## src/hw/rtl/ssc_pkg.sv

```systemverilog
// ssc_pkg: shared types and constants for the servo slew steering controller
// no dependencies; imported by every module of the block
`timescale 1ns / 1ps

package ssc_pkg;

    localparam int NUM_CH = 3;

    // request codes
    localparam logic [1:0] REQ_TICK   = 2'd0;
    localparam logic [1:0] REQ_TARGET = 2'd1;
    localparam logic [1:0] REQ_STEER  = 2'd2;

    // configuration register indexes
    localparam logic [1:0] CFG_MAX_STEP = 2'd0;
    localparam logic [1:0] CFG_CENTER   = 2'd1;
    localparam logic [1:0] CFG_LEFT     = 2'd2;
    localparam logic [1:0] CFG_RIGHT    = 2'd3;

    // configuration reset values
    localparam logic [7:0]         MAX_STEP_RESET = 8'd6;
    localparam logic [7:0]         CENTER_RESET   = 8'd128;
    localparam logic [14:0]        LEFT_RESET     = 15'd5200;
    localparam logic signed [15:0] RIGHT_RESET    = -16'sd5000;

    // setpoint range and saturation
    localparam logic [7:0] FULL_SCALE = 8'd255;
    localparam logic [7:0] SAT_LO     = 8'd20;
    localparam logic [7:0] SAT_HI     = 8'd235;

    // duty = setpoint * 75 / 16 + 900
    localparam logic [6:0]  DUTY_MUL   = 7'd75;
    localparam int          DUTY_SHIFT = 4;
    localparam logic [11:0] DUTY_OFS   = 12'd900;

    // divider widths: dividend magnitude and divisor magnitude
    localparam int DIV_NW = 24;
    localparam int DIV_DW = 16;

    // controller to datapath commands
    typedef struct packed {
        logic capture;
        logic fwd_start;
        logic fwd_finish;
        logic back_start;
        logic out_load;
    } t_dp_cmd;

    // datapath to controller status
    typedef struct packed {
        logic req_steer;
        logic div_done;
    } t_dp_stat;

endpackage

```

## src/hw/rtl/ssc_div.sv

```systemverilog
// ssc_div: unsigned restoring divider, one quotient bit per cycle
// depends on ssc_pkg for the operand widths
`timescale 1ns / 1ps

module ssc_div import ssc_pkg::*; (
    input  logic              i_clk,
    input  logic              i_rst_n,
    input  logic              i_start,
    input  logic [DIV_NW-1:0] i_dividend,
    input  logic [DIV_DW-1:0] i_divisor,
    output logic [DIV_NW-1:0] o_quotient,
    output logic              o_done
);

    localparam int              CNT_W    = $clog2(DIV_NW);
    localparam logic [CNT_W-1:0] CNT_LAST = CNT_W'(DIV_NW - 1);

    logic [DIV_DW-1:0] r_rem;
    logic [DIV_NW-1:0] r_quo;
    logic [DIV_DW-1:0] r_div;
    logic [CNT_W-1:0]  r_cnt;
    logic              r_busy;
    logic              r_done;

    logic [DIV_DW:0] trial;
    logic [DIV_DW:0] diff;
    logic            ge;

    // trial subtract of the shifted remainder
    assign trial = {r_rem, r_quo[DIV_NW-1]};
    assign diff  = trial - {1'b0, r_div};
    assign ge    = (trial >= {1'b0, r_div});

    // step control
    always_ff @(posedge i_clk) begin
        if (!i_rst_n) begin
            r_busy <= 1'b0;
            r_done <= 1'b0;
            r_cnt  <= '0;
        end else begin
            r_done <= 1'b0;
            if (i_start) begin
                r_busy <= 1'b1;
                r_cnt  <= '0;
            end else if (r_busy) begin
                if (r_cnt == CNT_LAST) begin
                    r_busy <= 1'b0;
                    r_done <= 1'b1;
                end
                r_cnt <= r_cnt + 1'b1;
            end
        end
    end

    // remainder and quotient shift register
    always_ff @(posedge i_clk) begin
        if (i_start) begin
            r_rem <= '0;
            r_quo <= i_dividend;
            r_div <= i_divisor;
        end else if (r_busy) begin
            r_rem <= ge ? diff[DIV_DW-1:0] : trial[DIV_DW-1:0];
            r_quo <= {r_quo[DIV_NW-2:0], ge};
        end
    end

    assign o_quotient = r_quo;
    assign o_done     = r_done;

endmodule

```

## src/hw/rtl/ssc_dp.sv

```systemverilog
// ssc_dp: setpoint state, configuration registers, steering arithmetic and result register
// depends on ssc_pkg and ssc_div
`timescale 1ns / 1ps

module ssc_dp import ssc_pkg::*; (
    input  logic               i_clk,
    input  logic               i_rst_n,
    input  logic               i_cfg_we,
    input  logic [1:0]         i_cfg_index,
    input  logic [15:0]        i_cfg_data,
    input  logic [1:0]         i_req_type,
    input  logic [1:0]         i_channel,
    input  logic [7:0]         i_setpoint,
    input  logic signed [15:0] i_angle,
    input  t_dp_cmd            i_cmd,
    output t_dp_stat           o_stat,
    output logic [11:0]        o_duty_steer,
    output logic [11:0]        o_duty_second,
    output logic [11:0]        o_duty_third,
    output logic [7:0]         o_target_steer,
    output logic [7:0]         o_target_second,
    output logic [7:0]         o_target_third,
    output logic signed [15:0] o_steer_angle_out
);

    function automatic logic [11:0] duty_of(input logic [7:0] sp);
        logic [14:0] p;
        p = sp * DUTY_MUL;
        return 12'(p >> DUTY_SHIFT) + DUTY_OFS;
    endfunction

    logic [7:0]         r_max_step;
    logic [7:0]         r_center;
    logic [14:0]        r_left;
    logic signed [15:0] r_right;
    logic [7:0]         r_act [NUM_CH];
    logic [7:0]         r_tgt [NUM_CH];
    logic signed [15:0] r_ang;
    logic [1:0]         r_req;
    logic               r_qneg;
    logic               r_back_le;

    logic [11:0]        r_o_duty [NUM_CH];
    logic [7:0]         r_o_tgt [NUM_CH];
    logic signed [15:0] r_o_ang;

    // configuration registers
    always_ff @(posedge i_clk) begin
        if (!i_rst_n) begin
            r_max_step <= MAX_STEP_RESET;
            r_center   <= CENTER_RESET;
            r_left     <= LEFT_RESET;
            r_right    <= RIGHT_RESET;
        end else if (i_cfg_we) begin
            unique case (i_cfg_index)
                CFG_MAX_STEP: r_max_step <= i_cfg_data[7:0];
                CFG_CENTER:   r_center   <= i_cfg_data[7:0];
                CFG_LEFT:     r_left     <= i_cfg_data[14:0];
                CFG_RIGHT:    r_right    <= $signed(i_cfg_data);
            endcase
        end
    end

    // divider
    logic              div_start;
    logic [DIV_NW-1:0] div_dividend;
    logic [DIV_DW-1:0] div_divisor;
    logic [DIV_NW-1:0] div_quo;
    logic              div_done;

    ssc_div u_div (
        .i_clk      (i_clk),
        .i_rst_n    (i_rst_n),
        .i_start    (div_start),
        .i_dividend (div_dividend),
        .i_divisor  (div_divisor),
        .o_quotient (div_quo),
        .o_done     (div_done)
    );

    // angle to target operands
    logic               ang_pos;
    logic [14:0]        ang_pos_c;
    logic [14:0]        left_diff;
    logic signed [15:0] ang_neg_c;
    logic [15:0]        ang_neg_mag;
    logic [15:0]        right_mag;
    logic [7:0]         span;
    logic [22:0]        prod_l;
    logic [23:0]        prod_r;
    logic [DIV_NW-1:0]  fwd_n;
    logic [DIV_DW-1:0]  fwd_d;
    logic               fwd_neg;

    assign ang_pos     = !r_ang[15];
    assign ang_pos_c   = (r_ang[14:0] > r_left) ? r_left : r_ang[14:0];
    assign left_diff   = r_left - ang_pos_c;
    assign ang_neg_c   = (r_ang < r_right) ? r_right : r_ang;
    assign ang_neg_mag = ang_neg_c[15] ? (~ang_neg_c + 16'd1) : ang_neg_c;
    assign right_mag   = r_right[15] ? (~r_right + 16'd1) : r_right;
    assign span        = FULL_SCALE - r_center;
    assign prod_l      = left_diff * r_center;
    assign prod_r      = span * ang_neg_mag;

    always_comb begin
        fwd_neg = 1'b0;
        if (ang_pos) begin
            if (r_left == '0) begin
                fwd_n = DIV_NW'(r_center);
                fwd_d = DIV_DW'(1);
            end else begin
                fwd_n = DIV_NW'(prod_l);
                fwd_d = DIV_DW'(r_left);
            end
        end else begin
            if (r_right == '0) begin
                fwd_n = '0;
                fwd_d = DIV_DW'(1);
            end else begin
                fwd_n   = prod_r;
                fwd_d   = right_mag;
                fwd_neg = ang_neg_c[15] ^ r_right[15];
            end
        end
    end

    // target to angle operands
    logic        back_le;
    logic [7:0]  tgt_over;
    logic [22:0] prod_bl;
    logic [23:0] prod_br;
    logic [DIV_NW-1:0] back_n;
    logic [DIV_DW-1:0] back_d;

    assign back_le  = (r_tgt[0] <= r_center);
    assign tgt_over = r_tgt[0] - r_center;
    assign prod_bl  = r_left * r_tgt[0];
    assign prod_br  = right_mag * tgt_over;

    always_comb begin
        if (back_le) begin
            back_n = DIV_NW'(prod_bl);
            back_d = (r_center == '0) ? DIV_DW'(1) : DIV_DW'(r_center);
        end else begin
            back_n = prod_br;
            back_d = DIV_DW'(span);
        end
    end

    assign div_start    = i_cmd.fwd_start | i_cmd.back_start;
    assign div_dividend = i_cmd.fwd_start ? fwd_n : back_n;
    assign div_divisor  = i_cmd.fwd_start ? fwd_d : back_d;

    // angle to target result with saturation
    logic signed [25:0] q_s;
    logic signed [25:0] fwd_v;
    logic [7:0]         fwd_sat;

    assign q_s   = r_qneg ? -$signed({2'b00, div_quo}) : $signed({2'b00, div_quo});
    assign fwd_v = q_s + (ang_pos ? 26'sd0 : $signed(26'(r_center)));

    always_comb begin
        if (fwd_v < $signed(26'(SAT_LO))) begin
            fwd_sat = SAT_LO;
        end else if (fwd_v > $signed(26'(SAT_HI))) begin
            fwd_sat = SAT_HI;
        end else begin
            fwd_sat = fwd_v[7:0];
        end
    end

    // target to angle result
    logic [15:0] q16;
    logic [15:0] back_ang;

    assign q16      = div_quo[15:0];
    assign back_ang = r_back_le ? ({1'b0, r_left} - q16) : (r_qneg ? (~q16 + 16'd1) : q16);

    // divide sign and branch flags
    always_ff @(posedge i_clk) begin
        if (i_cmd.fwd_start) begin
            r_qneg <= fwd_neg;
        end else if (i_cmd.back_start) begin
            r_qneg    <= r_right[15];
            r_back_le <= back_le;
        end
    end

    // setpoint state: tick slew, target writes, steering result
    always_ff @(posedge i_clk) begin
        if (!i_rst_n) begin
            for (int i = 0; i < NUM_CH; i++) begin
                r_act[i] <= CENTER_RESET;
                r_tgt[i] <= CENTER_RESET;
            end
        end else if (i_cmd.capture) begin
            r_req <= i_req_type;
            r_ang <= i_angle;
            if (i_req_type == REQ_TICK) begin
                for (int i = 0; i < NUM_CH; i++) begin
                    if ({1'b0, r_act[i]} > ({1'b0, r_tgt[i]} + {1'b0, r_max_step})) begin
                        r_act[i] <= r_act[i] - r_max_step;
                    end else if (({1'b0, r_act[i]} + {1'b0, r_max_step}) < {1'b0, r_tgt[i]}) begin
                        r_act[i] <= r_act[i] + r_max_step;
                    end else begin
                        r_act[i] <= r_tgt[i];
                    end
                end
            end else if (i_req_type == REQ_TARGET) begin
                for (int i = 0; i < NUM_CH; i++) begin
                    if (i_channel == 2'(i)) begin
                        r_tgt[i] <= i_setpoint;
                    end
                end
            end
        end else if (i_cmd.fwd_finish && (r_req == REQ_STEER)) begin
            r_tgt[0] <= fwd_sat;
        end
    end

    // result register
    always_ff @(posedge i_clk) begin
        if (i_cmd.out_load) begin
            for (int i = 0; i < NUM_CH; i++) begin
                r_o_duty[i] <= duty_of(r_act[i]);
                r_o_tgt[i]  <= r_tgt[i];
            end
            r_o_ang <= $signed(back_ang);
        end
    end

    assign o_stat.req_steer = (i_req_type == REQ_STEER);
    assign o_stat.div_done  = div_done;

    assign o_duty_steer      = r_o_duty[0];
    assign o_duty_second     = r_o_duty[1];
    assign o_duty_third      = r_o_duty[2];
    assign o_target_steer    = r_o_tgt[0];
    assign o_target_second   = r_o_tgt[1];
    assign o_target_third    = r_o_tgt[2];
    assign o_steer_angle_out = r_o_ang;

endmodule

```

## src/hw/rtl/ssc_ctrl.sv

```systemverilog
// ssc_ctrl: sequencing state machine and handshake control
// depends on ssc_pkg for the command and status structs
`timescale 1ns / 1ps

module ssc_ctrl import ssc_pkg::*; (
    input  logic     i_clk,
    input  logic     i_rst_n,
    input  logic     i_in_valid,
    output logic     o_in_stall,
    output logic     o_out_valid,
    input  logic     i_out_stall,
    input  t_dp_stat i_stat,
    output t_dp_cmd  o_cmd
);

    typedef enum logic [5:0] {
        S_IDLE       = 6'b000001,
        S_FWD_START  = 6'b000010,
        S_FWD_WAIT   = 6'b000100,
        S_BACK_START = 6'b001000,
        S_BACK_WAIT  = 6'b010000,
        S_OUT        = 6'b100000
    } t_state;

    t_state  r_state, n_state;
    logic    r_out_valid, n_out_valid;
    t_dp_cmd cmd;

    // next state and commands
    always_comb begin
        cmd         = '0;
        n_state     = r_state;
        n_out_valid = r_out_valid && i_out_stall;
        unique case (r_state)
            S_IDLE: begin
                if (i_in_valid) begin
                    cmd.capture = 1'b1;
                    n_state     = i_stat.req_steer ? S_FWD_START : S_BACK_START;
                end
            end
            S_FWD_START: begin
                cmd.fwd_start = 1'b1;
                n_state       = S_FWD_WAIT;
            end
            S_FWD_WAIT: begin
                if (i_stat.div_done) begin
                    cmd.fwd_finish = 1'b1;
                    n_state        = S_BACK_START;
                end
            end
            S_BACK_START: begin
                cmd.back_start = 1'b1;
                n_state        = S_BACK_WAIT;
            end
            S_BACK_WAIT: begin
                if (i_stat.div_done) begin
                    n_state = S_OUT;
                end
            end
            S_OUT: begin
                if (!r_out_valid || !i_out_stall) begin
                    cmd.out_load = 1'b1;
                    n_out_valid  = 1'b1;
                    n_state      = S_IDLE;
                end
            end
            default: n_state = S_IDLE;
        endcase
    end

    // state registers
    always_ff @(posedge i_clk) begin
        if (!i_rst_n) begin
            r_state     <= S_IDLE;
            r_out_valid <= 1'b0;
        end else begin
            r_state     <= n_state;
            r_out_valid <= n_out_valid;
        end
    end

    assign o_in_stall  = (r_state != S_IDLE);
    assign o_out_valid = r_out_valid;
    assign o_cmd       = cmd;

    // an accepted transaction leaves idle at once
    a_accept_busy: assert property (@(posedge i_clk) disable iff (!i_rst_n)
        (i_in_valid && !o_in_stall) |=> (r_state != S_IDLE))
        else $error("accepted transaction did not start processing");

    // loading the result register always raises output valid
    a_load_valid: assert property (@(posedge i_clk) disable iff (!i_rst_n)
        cmd.out_load |=> r_out_valid)
        else $error("result loaded without output valid");

    // a finished forward divide moves on to the readback divide
    a_fwd_to_back: assert property (@(posedge i_clk) disable iff (!i_rst_n)
        (r_state == S_FWD_WAIT && i_stat.div_done) |=> (r_state == S_BACK_START))
        else $error("forward divide completion not followed by readback");

    // divider starts only from the start states
    a_div_start: assert property (@(posedge i_clk) disable iff (!i_rst_n)
        (cmd.fwd_start || cmd.back_start) |-> (r_state == S_FWD_START || r_state == S_BACK_START))
        else $error("divider started outside a start state");

endmodule

```

## src/hw/rtl/servo_slew_steering_controller_core.sv

```systemverilog
// Three-channel servo slew limiter with a steering front end. Each transaction is a tick
// (every actual setpoint moves toward its target by at most max_step), a target write to one
// channel, or a steering angle mapped onto channel 0's target; every transaction returns one
// result with the three duties, the three targets and the angle read back from channel 0.
// One transaction is in flight at a time. The shared 24-step bit-serial divider runs once for
// the readback angle of every transaction and once more for the steering mapping of a steering
// angle. A finished result sits in an output register, and the next transaction is accepted
// while it waits to be taken.
// depends on ssc_pkg, ssc_ctrl and ssc_dp
`timescale 1ns / 1ps

module servo_slew_steering_controller_core import ssc_pkg::*; (
    input  logic               i_clk,
    input  logic               i_rst_n,
    input  logic               i_cfg_we,
    input  logic [1:0]         i_cfg_index,
    input  logic [15:0]        i_cfg_data,
    input  logic               i_in_valid,
    output logic               o_in_stall,
    input  logic [1:0]         i_req_type,
    input  logic [1:0]         i_channel,
    input  logic [7:0]         i_setpoint,
    input  logic signed [15:0] i_angle,
    output logic               o_out_valid,
    input  logic               i_out_stall,
    output logic [11:0]        o_duty_steer,
    output logic [11:0]        o_duty_second,
    output logic [11:0]        o_duty_third,
    output logic [7:0]         o_target_steer,
    output logic [7:0]         o_target_second,
    output logic [7:0]         o_target_third,
    output logic signed [15:0] o_steer_angle_out
);

    t_dp_cmd  dp_cmd;
    t_dp_stat dp_stat;

    // sequencing
    ssc_ctrl u_ctrl (
        .i_clk       (i_clk),
        .i_rst_n     (i_rst_n),
        .i_in_valid  (i_in_valid),
        .o_in_stall  (o_in_stall),
        .o_out_valid (o_out_valid),
        .i_out_stall (i_out_stall),
        .i_stat      (dp_stat),
        .o_cmd       (dp_cmd)
    );

    // arithmetic and state
    ssc_dp u_dp (
        .i_clk             (i_clk),
        .i_rst_n           (i_rst_n),
        .i_cfg_we          (i_cfg_we),
        .i_cfg_index       (i_cfg_index),
        .i_cfg_data        (i_cfg_data),
        .i_req_type        (i_req_type),
        .i_channel         (i_channel),
        .i_setpoint        (i_setpoint),
        .i_angle           (i_angle),
        .i_cmd             (dp_cmd),
        .o_stat            (dp_stat),
        .o_duty_steer      (o_duty_steer),
        .o_duty_second     (o_duty_second),
        .o_duty_third      (o_duty_third),
        .o_target_steer    (o_target_steer),
        .o_target_second   (o_target_second),
        .o_target_third    (o_target_third),
        .o_steer_angle_out (o_steer_angle_out)
    );

endmodule
```

## config.mk

```make
export PLATFORM = sky130hd
export DESIGN_NAME = servo_slew_steering_controller_core
export DESIGN_NICKNAME = d
export VERILOG_FILES = /design/src/hw/rtl/ssc_pkg.sv /design/src/hw/rtl/ssc_div.sv /design/src/hw/rtl/ssc_dp.sv /design/src/hw/rtl/ssc_ctrl.sv /design/src/hw/rtl/servo_slew_steering_controller_core.sv
export SDC_FILE = /design/constraint.sdc
export NUM_CORES = 2
export LEC_CHECK = 0
export ABC_AREA = 1
export BUFFER_PORTS_ARGS = -buffer_cell sky130_fd_sc_hd__buf_2
export CAP_MARGIN = 15
export CORE_MARGIN = 2
export CORE_UTILIZATION = 55
export CTS_BUF_LIST = sky130_fd_sc_hd__clkbuf_4 sky130_fd_sc_hd__clkbuf_8
export CTS_CLUSTER_SIZE = 24
export DETAILED_ROUTE_END_ITERATION = 7
export PLACE_DENSITY = 0.74
export SYNTH_ARGS = -nofsm -noshare
export SYNTH_HDL_FRONTEND = slang
export SYNTH_SLANG_ARGS = --single-unit
export TNS_END_PERCENT = 100
```

## constraint.sdc

```tcl
create_clock -name i_clk -period 10.6 [get_ports i_clk]
set_input_delay 0.53 -clock i_clk [delete_from_list [all_inputs] [get_ports i_clk]]
set_output_delay 0.53 -clock i_clk [all_outputs]
set_load 0.01 [all_outputs]
```

==> impl_metrics.tcl <==
set metrics [dict create \
    outcome "complete, no violations" \
    synth_flop_cell "edfxtp_1" \
    crit_slowest_cell "dfxtp_1" \
    finalCritPeriodShare_pct 90.96 \
    core_sq_um 68590 \
    maxCapViolations 0 \
    insertion_delay_ns 0.65 \
    dp_hpwl_um 91840 \
    clock_path_buffers 3 \
    max_stage_delay_ns 0.68 \
    cts.repair.resized 0 \
    num-fill-cells 6303 \
    synth.area.top_cells "fa_1 (19%), ha_1 (16%), edfxtp_1 (15%)" \
    die_w_um 267.1 \
    holdBufCountCts 0 \
    yosys.area.top_type "fa_1" \
    synth.most_common_cell "inv_1" \
    crit_required_ns 10.94 \
    rows 96 \
    pin_count 129 \
    cts_tree "yes" \
    critPathMaxFanout 29 \
    synth_edf_count 184 \
    slew_viol_final 0 \
    setup_viol 0 \
    wirelength_um 113100 \
    final_antenna_net_count 0 \
    route.detailed.drc 0 \
    wire_per_inst_um 18.77 \
    tns_ns 0 \
    slew_headroom_pct 25.42 \
    initial_core_util_pct 55.53 \
    fp.dieH_um 267.1 \
    dieArea_sq_um 71360 \
    via_count 34000 \
    ys_ff_latch 261 \
    nNetsFinal 5949 \
    worst_pin_slew_ns 1.115 \
    track_usage_pct 32.00 \
    async_reset_ff_share_pct 0 \
    fin_crit_ns 9.642 \
    firstDrtPassIters 6 \
    ys_warn_count 0 \
    cts_setup_buffers 0 \
    synth.distinct_cells 65 \
    crit_top_cell "nand2_1" \
    numCtsBuffers 46 \
    htree_levels 2 \
    clk_pin_slew_worst_paths_ns 0.07 \
    viasPerCell 5.645 \
    syn2layout_area_growth_pct 7.149 \
    syn_area_sq_um 38080 \
    synth_top_area_share_pct 18.71 \
    grt_max_degree 74 \
    worstSetupStartpointType "register" \
    fmax_mhz 103.7 \
    drive_above_1_share_pct 6.386 \
    cts_root_buf "clkbuf_8" \
    cp-end-kind "register" \
    grt_pass1_wl_um 176900 \
    hold_violations 0 \
    io_buffers 128 \
    grt_pass1_vias 32450 \
    drt_iter0_markers 3110 \
    rsz0062_at_grt "no" \
    crit_arrival_ns 9.98 \
    ys_seq_area_share_pct 18.56 \
    synthTopCellsByCount "inv_1 (975), nand2_1 (934), ha_1 (490), nor2_1 (470), fa_1 (356)" \
    crit_type "register to register" \
    grt_antenna_before_repair 8 \
    cts_sinks 261 \
    gp_congestion 1.022 \
    hold_path_class "input port to register" \
    syn_avg_cell_area_sq_um 7.683 \
    grt.overflow.total 0 \
    syn_nets 5854 \
    finClkSkew_ns 0.04410 \
    syn-instance-count 4957 \
]
## state kept, by name, summed over array words and instances, names as in the netlist, 2 cells and up
signal / cells
u_ctrl.r_state: 6
u_dp.o_steer_angle_out: 16
u_dp.r_act: 24
u_dp.r_ang: 16
u_dp.r_center: 8
u_dp.r_left: 15
u_dp.r_max_step: 8
u_dp.r_o_duty: 36
u_dp.r_o_tgt: 24
u_dp.r_req: 2
u_dp.r_right: 16
u_dp.r_tgt: 24
u_dp.u_div.o_quotient: 24
u_dp.u_div.r_cnt: 5
u_dp.u_div.r_div: 16
u_dp.u_div.r_rem: 16
## per-stage QoR
step	instances	hold WS (ns)	setup slack [ns]	cell area, sq um	utilization (%)
after global placement	5933	0.4487	1.437	39710	57.89
after detailed placement	5933	0.4539	1.208	39710	57.89
after CTS	6018	0.06938	1.174	40790	59.47
after floorplan	4957	0.4451	2.296	38080	-
final	6023	0.08573	0.9583	40810	59.50
after global routing	6022	0.07776	0.05947	40800	59.49
## worst max-delay path, delay by kind of cell, from the launching register on
family / cells / cell delay (ns)
adder cells (fa/ha/maj): 7 / 3.09
AO/OA/AOI/OAI: 11 / 1.89
AND/OR/NAND/NOR: 22 / 2.54
XOR/XNOR: 2 / 0.74
buffers and inverters: 3 / 0.38
flip-flops: 1 / 0.68
## placed cells by master, fill, tap and decap left out, drive strengths merged, types with 36 or more instances in the layout
cell    instances
inv           984
nand2         947
ha            490
nor2          480
fa            356
a21oi         341
o21ai         268
edfxtp        184
nand3         167
buf           164
xor2          138
dfxtp          77
clkbuf         69
xnor2          65
o211ai         48
nor3           38
nand4          36
## final cells by class
class | count | area (sq um) | area share (%)
multi-input cells | 3589 | 26860 | 65.81
clock inverters | 18 | 232.7 | 0.5703
repair buffers | 166 | 923.4 | 2.263
diodes | 3 | 7.507 | 0.01840
flip-flops and latches | 261 | 7067 | 17.32
clock buffers | 67 | 847.1 | 2.076
inverters | 988 | 3709 | 9.088
well taps | 931 | 1165 | 2.855
## cells by family (layout without fill, tap and decap cells)
kind of cell | count (synthesis) | in the layout | share of synthesized area (%)
AOI/OAI and AO/OA | 807 | 807 | 12.00
xor gates and xnor gates | 203 | 203 | 4.856
adders and majority gates | 846 | 846 | 34.81
buffers and inverters | 1107 | 1239 | 10.96
DFF | 261 | 261 | 18.56
other | 0 | 3 | 0
and+or+nand+nor | 1733 | 1733 | 18.81
## layer usage
metal / vias up / track usage [%] / share of wire, %
li1: 16070 / - / -
met1: 16000 / 41.55 / 40
met2: 1598 / 50.54 / 44
met3: 330 / 5.967 / 9.8
met4: 4 / 17.17 / 5.9
met5: - / 1.247 / 0.11
## worst paths after layout
| check | start | endpoint | slack, ns | depth (start not counted) |
|---|---|---|---|---|
| max | u_dp.r_left[1] | u_dp.u_div.o_quotient[22] | 0.96 | 45 |
| min | i_angle[11] | u_dp.r_ang[11] | 0.09 | 1 |
| max reg2reg | u_dp.r_left[1] | u_dp.u_div.o_quotient[22] | 0.96 | 45 |
| min reg2reg | u_dp.r_center[2] | u_dp.r_center[2] | 0.46 | 2 |
Power is left out: the tool's default activity adds up to more than one toggle a clock period on the data nets, which glitch-free logic cannot reach.
